<file path="src/hw/rtl/mpab_pkg.sv">
package mpab_pkg;

    // quotient bits of the alpha divide and of the per-channel divide
    localparam int AQ_STEPS = 27;
    localparam int CQ_STEPS = 8;

    // pipeline stage positions
    localparam int STG_D   = 3;
    localparam int STG_E   = STG_D + AQ_STEPS + 1;
    localparam int STG_F   = STG_E + 1;
    localparam int STG_OUT = STG_F + CQ_STEPS + 1;
    localparam int NUM_STG = STG_OUT + 1;

    // bt.601 luma weights in q14
    localparam logic [21:0] LUMA_B   = 22'd1868;
    localparam logic [21:0] LUMA_G   = 22'd9617;
    localparam logic [21:0] LUMA_R   = 22'd4899;
    localparam logic [21:0] LUMA_RND = 22'd8192;

    // 2 * 255 * 65536, color numerator scale per tenth of back level
    localparam logic [35:0] COLOR_NUM_SCALE = 36'd33423360;
    localparam logic [26:0] ALPHA_SAT_Q16   = 27'd16711680;

    // values that travel alongside the alpha divide
    typedef struct packed {
        logic        mode;
        logic [10:0] k_b;
        logic [10:0] k_g;
        logic [10:0] k_r;
        logic [7:0]  by;
        logic [8:0]  ga;
    } t_side;

    // result of one channel divide
    typedef struct packed {
        logic       sat;
        logic [7:0] q;
    } t_cq;

endpackage

</file>
<file path="src/hw/rtl/mpab_qdiv.sv">
module mpab_qdiv
    import mpab_pkg::*;
(
    input  logic        i_clk,
    input  logic        i_en,
    input  logic [35:0] i_num,
    input  logic [31:0] i_dv,
    output t_cq         o_res
);

    logic [31:0] r_rem [0:CQ_STEPS];
    logic [7:0]  r_lo  [0:CQ_STEPS];
    logic [31:0] r_dv  [0:CQ_STEPS];
    logic        r_sat [0:CQ_STEPS];

    logic        sat;

    // quotient of 256 or more saturates, otherwise top bits start below divisor
    assign sat = {4'b0, i_num} >= {i_dv, 8'b0};

    always_ff @(posedge i_clk) begin
        if (i_en) begin
            r_rem[0] <= {4'b0, i_num[35:8]};
            r_lo[0]  <= i_num[7:0];
            r_dv[0]  <= i_dv;
            r_sat[0] <= sat;
        end
    end

    for (genvar j = 1; j <= CQ_STEPS; j++) begin : g_step
        logic [32:0] trial;
        logic        ge;
        logic [32:0] diff;

        assign trial = {r_rem[j-1], r_lo[j-1][7]};
        assign ge    = trial >= {1'b0, r_dv[j-1]};
        assign diff  = trial - {1'b0, r_dv[j-1]};

        always_ff @(posedge i_clk) begin
            if (i_en) begin
                r_rem[j] <= ge ? diff[31:0] : trial[31:0];
                r_lo[j]  <= {r_lo[j-1][6:0], ge};
                r_dv[j]  <= r_dv[j-1];
                r_sat[j] <= r_sat[j-1];
            end
        end
    end

    assign o_res.sat = r_sat[CQ_STEPS];
    assign o_res.q   = r_lo[CQ_STEPS];

endmodule

</file>
<file path="config.mk">
export PLATFORM = sky130hd
export DESIGN_NAME = mpab_qdiv
export DESIGN_NICKNAME = d
export VERILOG_FILES = /design/src/hw/rtl/mpab_pkg.sv /design/src/hw/rtl/mpab_qdiv.sv
export SDC_FILE = /design/constraint.sdc
export NUM_CORES = 1
export LEC_CHECK = 0
export ABC_AREA = 1
export ABC_CLOCK_PERIOD_IN_PS = 3800
export BUFFER_PORTS_ARGS = -buffer_cell sky130_fd_sc_hd__buf_2
export CAP_MARGIN = 20
export CORE_MARGIN = 3
export CORE_UTILIZATION = 30
export CTS_BUF_LIST = sky130_fd_sc_hd__clkbuf_8
export DETAILED_ROUTE_END_ITERATION = 7
export GPL_TIMING_DRIVEN = 0
export HOLD_SLACK_MARGIN = 0.08
export PLACE_DENSITY = 0.51
export SYNTH_ARGS = -nofsm -noshare
export SYNTH_HDL_FRONTEND = slang
export SYNTH_SLANG_ARGS = --single-unit
</file>
<file path="constraint.sdc">
create_clock -name i_clk -period 3.8 [get_ports i_clk]
set_clock_uncertainty 0.1 [all_clocks]
set_input_delay 0.19 -clock i_clk [delete_from_list [all_inputs] [get_ports i_clk]]
set_output_delay 0.19 -clock i_clk [all_outputs]
set_load 0.02 [all_outputs]
</file>
Word level (Yosys, flattened, before mapping)
Memories as Yosys holds them, arrays and structs flattened.
Index checks and enable logic that the tools add are counted.
{ "op_classes": {"addsub": 8, "n_mul": 0, "n_div": 0, "n_lt_le_gt_ge": 9, "eq_ne": 0, "shifts": 0, "n_mux": 10, "bitwise_logic": 0, "reduce_logical": 0} }
{ "op_table": {"columns": ["operator", "count"], "rows": [
  [">= comparator 33 x 32 -> 1 bit", 8],
  ["2-to-1 mux 32 bit", 8],
  ["subtractor 32 bit", 8],
  [">= comparator 36 x 40 -> 1 bit", 1],
  ["2-to-1 mux 1 bit", 2]
]} }
{ "word_totals": {"reg_bits": 0, "latch_bits": 0, "ram_bits": 657, "romBits": 0, "in_bits": 70, "out_inout_bits": 9, "word_cells": 31, "memories": 4} }
{ "memory_table": {"columns": ["memory", "depth", "width", "rd", "rd_clocked_by_memory_dff", "wr", "line_no", "rtl"], "rows": [
  ["r_dv", 9, 32, 8, 0, 9, "mpab_qdiv.sv:13", "logic [31:0] r_dv [0:CQ_STEPS];"],
  ["r_rem", 9, 32, 8, 0, 9, "mpab_qdiv.sv:11", "logic [31:0] r_rem [0:CQ_STEPS];"],
  ["r_lo", 9, 8, 9, 0, 9, "mpab_qdiv.sv:12", "logic [7:0] r_lo [0:CQ_STEPS];"],
  ["r_sat", 9, 1, 9, 0, 9, "mpab_qdiv.sv:14", "logic r_sat [0:CQ_STEPS];"]
]} }

Longest topological paths before layout
Gate-level depths: netlist of run 1.
{ "logic_depth": {"word_depth": 2, "depth_mapped": 17, "mapped_depth_nobuf": 15} }

Least setup slack after synthesis of run 1
OpenSTA, ideal clock, no wires.
{ "synth_timing": {"path_kind": "reg2reg", "startpoint": "memory r_rem[0][7]", "endpoint": "memory r_rem[1][6] (netlist: r_rem[0][38]) (data pin)", "setup_time_ns": 0.252, "t_arrival_ns": 1.796, "required_time_ns": 3.448, "slack_ns": 1.652, "path_stages_with_launch": 15, "n_path_buf": 2, "period_less_slack_ns": 2.148, "cell_sequence": "edfxtp_1 -> ha_1 -> nand2_2 -> nor2_4 -> nand3_1 -> nand3_2 -> nand2_2 -> nand2_1 -> nand2_2 -> nand2_4 -> inv_2 -> buf_6 -> buf_6 -> nand2_1 -> nand2_1"} }
{ "synth_rtl": {"columns": ["element", "line_no"], "rows": [
  ["start, declared", "mpab_qdiv.sv:11"]
]} }

==> metrics.txt, run 1 <==
Post-Syn Nets 5709; Tightest Pin Transition 0.845 ns; final hold vios 0; drt total wl 116000 um; max-slew violation count 0; total CTS buffers 101; CTS tree yes; detailed-router iteration count before antenna repair 6; Max stage delay cell, worst path nor2_1; multiplexer area fraction after synthesis 0%; Cells after DPL 7191; Worst-Skew Late Latency 0.77 ns; CTS sink cnt 589; cell type with the largest total area after synthesis edfxtp_1; # DRC 0; Worst Path Buf+Inv 2; Starting Density 30.4%; H-tree depth reported by CTS 3; Max IR drop VDD 0.000252 V; post-synthesis simple-gate area fraction 30.8%; run status complete, no violations; RSZ-0062 raised after global routing false; post-synthesis cell area 40200 um^2; Non-Filler Instances 7503; vias in the first global route 34100; clk buf depth 3; kind of end point of the critical path register; maxcap violations 0; die area 138000 um^2; GRT Total Usage 16.7%; largest net degree at the start of global routing 132; Core Region 132000 um^2; global route total overflow 0; worst slack, placed 0.477 ns; Post-synth EDFFs 589; Die Wd 372 um; port bufs 78; fin crit share 81.2%; Cells after Synth 5351; Detail Route Antenna Nets 0; gpl congestion 1.03; initial antenna violation count 1; crit path time final 3.09 ns; die height 372 um; first-pass GRT wire length 179000 um; dpl cell area 43000 um^2; number of I/O pins 79; vias per cell 4.49; critical path arrival 3.59 ns; setup bufs post-CTS 0; CP peak stage delay 0.48 ns; PwrDens 564 nW/um^2; count leader, synth nand2_1; Yosys cell types 38; post-synthesis xor/xnor area fraction 2.13%; DRT iter0 DRCs 2011; detailed placement HPWL 94900 um; Final nets 6034; top_reg_cell synth edfxtp_1; leakage power 23.7 nW; largest family of logic cells by synthesized area simple AND/OR/NAND/NOR gates; Startpoint Class register; final worst slack 0.713 ns; HP Class reg2reg; Slew headroom 43.2%; sequential area share after synthesis 44.0%; WL/cell 15.4 um; Synth Register Bits 589; Compound-Gate Fraction of Synth Area 2.67%; post-layout util 35.1%; yosys synthesis warning count 0; routed vias 33700; Avg Cell Area, Syn 7.51 um^2; CP required 4.31 ns; critical path class reg2reg; top cells by count, synth 2004 x nand2_1, 1113 x inv_1, 589 x edfxtp_1, 449 x nand3_1, 313 x nor2_1; CP cell instances inv_1 > ha_1 > nand2_1 > nor2_1 > nand3_1 > nor2_1 > nand3_1 > nand3_1 > nor2_2 > nand2_4 > buf_6 > nand2_1 > nand2_1; Crit Path Max Fanout 10; asr flop ratio synth 0%; design area 46400 um^2; adder-cell share of the synthesized area 9.09%; Fmax 324 MHz; clk root buf clkbuf_8; Clock transition at path regs 0.07 ns; # rows 133; Area Overhead vs Synth 15.4%; ranking of synthesized cells by area edfxtp_1 44%, nand2_1 19%, inv_1 10%, ha_1 8.7%, nand3_1 5.6%; layout cells sized above 1 5.19%; proportion of netlist area held by the largest area contributor 44.0%; cell family with most CP delay simple AND/OR/NAND/NOR gates; setup violators final 0
power by group:
group	total (mW)	switching (mW)	internal (mW)	leakage (nW)
clock	5.89	2.64	3.26	1.09
combinational	10.9	7.26	3.64	16.9
sequential	9.37	0.679	8.69	5.79
worst register-to-register path: stages (launching register included):
cell and delay (ns):
edfxtp_1 0.39, inv_1 0.06, ha_1 0.41, nand2_1 0.13
nor2_1 0.48, nand3_1 0.20, nor2_1 0.29, nand3_1 0.11
nand3_1 0.10, nor2_2 0.10, nand2_4 0.16, buf_6 0.18
nand2_1 0.12, nand2_1 0.12
worst paths after layout:
check                         startpoint                      end  slack [ns]  cells after the start
setup reg to reg  r_dv[0][184]$_DFFE_PP_  r_rem[0][215]$_DFFE_PP_        0.71                     13
hold reg to reg     r_lo[1][6]$_DFFE_PP_     r_lo[2][7]$_DFFE_PP_        0.31                      0
setup / recovery  r_dv[0][184]$_DFFE_PP_  r_rem[0][215]$_DFFE_PP_        0.71                     13
hold / removal      r_lo[1][6]$_DFFE_PP_     r_lo[2][7]$_DFFE_PP_        0.31                      0
per-layer routing:
layer  up-vias  part of all wire, %  GRT usage, %
met3       360                  2.8          2.23
li1      17500                    -             -
met4         0                  7.2          10.6
met5         -                    0             0
met1     15100                   39          17.4
met2       749                   51          31.3
registers in the layout (all words and copies together), names as in the netlist:
register  cells
r_dv        256
r_rem       252
r_lo         72
r_sat         9
cell families (layout without fill, tap and decap cells):
logic type / count (synthesis) / in the layout
simple gates: 2987 / 2987
buf+inv: 1182 / 1578
flops: 589 / 589
fa+ha+maj: 288 / 288
compound gates: 207 / 207
xor+xnor: 98 / 98
other cells: 0 / 1
layout make-up:
class | instances | area, um^2
multi-input combinational | 3580 | 18000
tap | 1755 | 2200
clock inverter | 71 | 608
timing repair buffer | 222 | 1940
clock buffer | 103 | 1420
buffer | 62 | 354
inverter | 1120 | 4200
fill | 14000 | 85900
sequential | 589 | 17700
antenna | 1 | 2.50
timing repair:
item | in CTS | in global routing
hold buffers | 137 | 0
endpoints found under the hold margin | 204 | 0
resized for setup | 0 | 0
metrics by stage:
| step | total power, mW | hold slack, ns | setup TNS [ns] |
|---|---|---|---|
| 2_1_floorplan | 16.9 | 0.189 | 0 |
| 3_3_place_gp | 20.2 | 0.283 | -3757.79 |
| 3_5_place_dp | 20.2 | 0.283 | 0 |
| 4_1_cts | 26.4 | 0.271 | 0 |
| 5_1_grt | 28.3 | 0.311 | 0 |
| 6_report | 26.2 | 0.312 | 0 |
layout by cell type, fill, tap and decap left out, drive strengths merged:
cell type and n:
nand3 451, nand2 2020, edfxtp 589, ha 281, o21ai 29, a21oi 165, and2 30, nor3b 1
nor3 63, or2 2, inv 1140, fa 7, clkinv 34, a21boi 1, o21bai 8, xnor2 9
buf 127, nand3b 66, nand4 26, nor2 322, a21o 2, o21a 1, dlygate4sd3 137, o31ai 1
clkinvlp 6, diode 1, nor4 6, xor2 89, bufinv 11, clkbuf 123
Power figures use the tool's default switching activity.
==> run 2: changes to the inputs <==
--- a/config.mk
+++ b/config.mk
@@ -6,7 +6,7 @@
 export NUM_CORES = 1
 export LEC_CHECK = 0
 export ABC_AREA = 1
-export ABC_CLOCK_PERIOD_IN_PS = 3800
+export ABC_CLOCK_PERIOD_IN_PS = 2800
 export BUFFER_PORTS_ARGS = -buffer_cell sky130_fd_sc_hd__buf_2
 export CAP_MARGIN = 20
 export CORE_MARGIN = 3
@@ -15,7 +15,7 @@
 export DETAILED_ROUTE_END_ITERATION = 7
 export GPL_TIMING_DRIVEN = 0
 export HOLD_SLACK_MARGIN = 0.08
-export PLACE_DENSITY = 0.51
+export PLACE_DENSITY = 0.53
 export SYNTH_ARGS = -nofsm -noshare
 export SYNTH_HDL_FRONTEND = slang
 export SYNTH_SLANG_ARGS = --single-unit
==> constraint.sdc (replaced) <==
create_clock -name i_clk -period 2.8 [get_ports i_clk]
set_clock_uncertainty 0.1 [all_clocks]
set_input_delay 0.14 -clock i_clk [delete_from_list [all_inputs] [get_ports i_clk]]
set_output_delay 0.14 -clock i_clk [all_outputs]
set_load 0.02 [all_outputs]
==> run 2 against run 1 <==
Net effect:
- global-route usage rose by 1.5 points
- sequential power grew 36%
- largest cell class unchanged
- flip-flop and latch count unchanged
- utilization increased by 0.57 points
- setup slack worse by 0.63 ns
- power is 38% higher
- highest routed layer unchanged
- combinational power increased by 43%
- first-iteration DRC count decreased by 18%
==> metrics.txt, run 2 (synthesized netlist as in run 1, its figures left out) <==
run status complete, no violations; max reg flops 256; CP required 3.23 ns; port bufs 78; gpl congestion 0.932; maxcap violations 0; detailed-router iteration count before antenna repair 6; Startpoint Class register; Critical Path Start r_lo[4][7]$_DFFE_PP_; critical path arrival 3.15 ns; post-layout util 35.6%; crit path time final 2.72 ns; H-tree depth reported by CTS 3; Worst-Skew Late Latency 0.82 ns; clock power share 21.4%; Detail Route Antenna Nets 0; Biggest register r_dv; most frequent cells in the layout 1985 x nand2_1, 1133 x inv_1, 589 x edfxtp_1; Sw Ratio 41.6%; Starting Density 30.4%; Cells after DPL 7191; total CTS buffers 102; drt total wl 126000 um; Tightest Pin Transition 0.793 ns; WL/cell 16.7 um; kind of end point of the critical path register; HP Class reg2reg; CTS sink cnt 589; initial antenna violation count 1; reg-to-reg slack, setup 0.08 ns; Largest regs r_dv x256, r_rem x252, r_lo x72; die height 372 um; commonest non-fill, non-tap cell in the layout nand2_1; setup violators final 0; layout cells sized above 1 7.77%; detailed placement HPWL 104000 um; crit path capture r_rem[0][184]$_DFFE_PP_; Fmax 368 MHz; Area Overhead vs Synth 17.2%; Crit Path Max Fanout 3; GRT Total Usage 18.2%; clk buf depth 3; Worst R2R End r_rem[0][184]$_DFFE_PP_; worst reg2reg startpoint r_lo[4][7]$_DFFE_PP_; Slew headroom 46.7%; PwrDens 766 nW/um^2; Final nets 6055; final worst slack 0.0835 ns; vias in the first global route 34500; # rows 133; worst slack, placed -0.510 ns; Clock transition at path regs 0.06 ns; clk root buf clkbuf_8; Core Region 132000 um^2; number of I/O pins 79; largest net degree at the start of global routing 117; max-slew violation count 0; CTS tree yes; DRT iter0 DRCs 1648; P_int 21.1 mW; Seq pwr share 35.3%; routed vias 33600; vias per cell 4.46; Die Wd 372 um; final hold vios 0; Non-Filler Instances 7531; die area 138000 um^2; Min Hold Slack 0.291 ns; R2R cell count 13; combinational fraction of design power 43.3%; # DRC 0; Psw 15.0 mW; critical path class reg2reg; fin crit share 97.0%; global route total overflow 0; Max IR drop VDD 0.000372 V; first-pass GRT wire length 191000 um; leakage power 24.0 nW
-- run 2: cell count changes in the layout (fill, tap and decap cells not counted), moves of 17 or more --
cell	before	now
nor2_1	313	270
nor2_2	5	40
ha_1	281	252
nand2_1	2004	1985
clkbuf_2	0	18
clkbuf_1	20	3
ha_2	0	17
-- run 2: power by group through the flow --
| stage | sequential [mW] | combinational (mW) | clock, mW |
|---|---|---|---|
| 2_1_floorplan | 12.4 | 10.5 | 0 |
| 3_3_place_gp | 13.0 | 14.9 | 0 |
| 3_5_place_dp | 12.9 | 15.0 | 0 |
| 4_1_cts | 12.7 | 15.4 | 8.05 |
| 5_1_grt | 12.9 | 17.8 | 8.41 |
| 6_report | 12.7 | 15.6 | 7.74 |
-- run 2: area by class of cell --
class                      count  area [um^2]
buffer                        62          414
multi-input combinational   3580        18500
sequential                   589        17700
inverter                    1120         4200
antenna                        1         2.50
timing repair buffer         242         2150
tap                         1755         2200
clock buffer                 102         1400
fill                       14000        85200
clock inverter                80          548
-- run 2: worst min path at each step --
stage                                     from               endpoint  slack, ns  cells past startpoint
after CTS                 r_lo[5][4]$_DFFE_PP_   r_lo[6][5]$_DFFE_PP_       0.28                      0
after global placement                i_dv[15]  r_dv[0][15]$_DFFE_PP_       0.23                      1
final                     r_lo[5][4]$_DFFE_PP_   r_lo[6][5]$_DFFE_PP_       0.29                      0
after detailed placement              i_dv[19]  r_dv[0][19]$_DFFE_PP_       0.23                      1
after global routing      r_lo[5][4]$_DFFE_PP_   r_lo[6][5]$_DFFE_PP_       0.32                      0
after floorplan                        i_dv[0]   r_dv[0][0]$_DFFE_PP_       0.14                      0
-- run 2: worst max-delay path, stage by stage, from the launching register on --
cell	delay (ns)
edfxtp_1	0.61
inv_1	0.11
ha_1	0.24
fa_1	0.42
inv_2	0.10
nand3_1	0.08
nand3_2	0.12
nand2_1	0.07
nand3_2	0.15
nand2_1	0.11
nand3_1	0.09
nand2_1	0.05
nand3_1	0.11
nand2_1	0.07
-- run 2: through the flow --
stage	setup TNS [ns]	cell area [um^2]	total power, mW
finish	0	47100	36.1
global route	-0.205	47100	39.0
CTS	0	46600	36.2
detailed placement	-78.23	43000	27.9
global placement	-4468.91	42800	27.9
floorplan	0	40200	22.9
-- run 2: repair_timing --
action	CTS	global route
cloned	0	1
hold buffers	140	0
resized for setup	61	117
pin swaps	2	7
endpoints found under the setup margin	212	289
endpoints found under the hold margin	233	0
setup buffers	4	12
-- run 2: routing by layer --
layer / vias up / wire [um] / track usage, %
met2: 631 / 66800 / 35.5
met4: 0 / 9370 / 11.8
li1: 17500 / - / -
met1: 15100 / 46700 / 18.0
met3: 337 / 3040 / 2.19
met5: - / 0 / 0
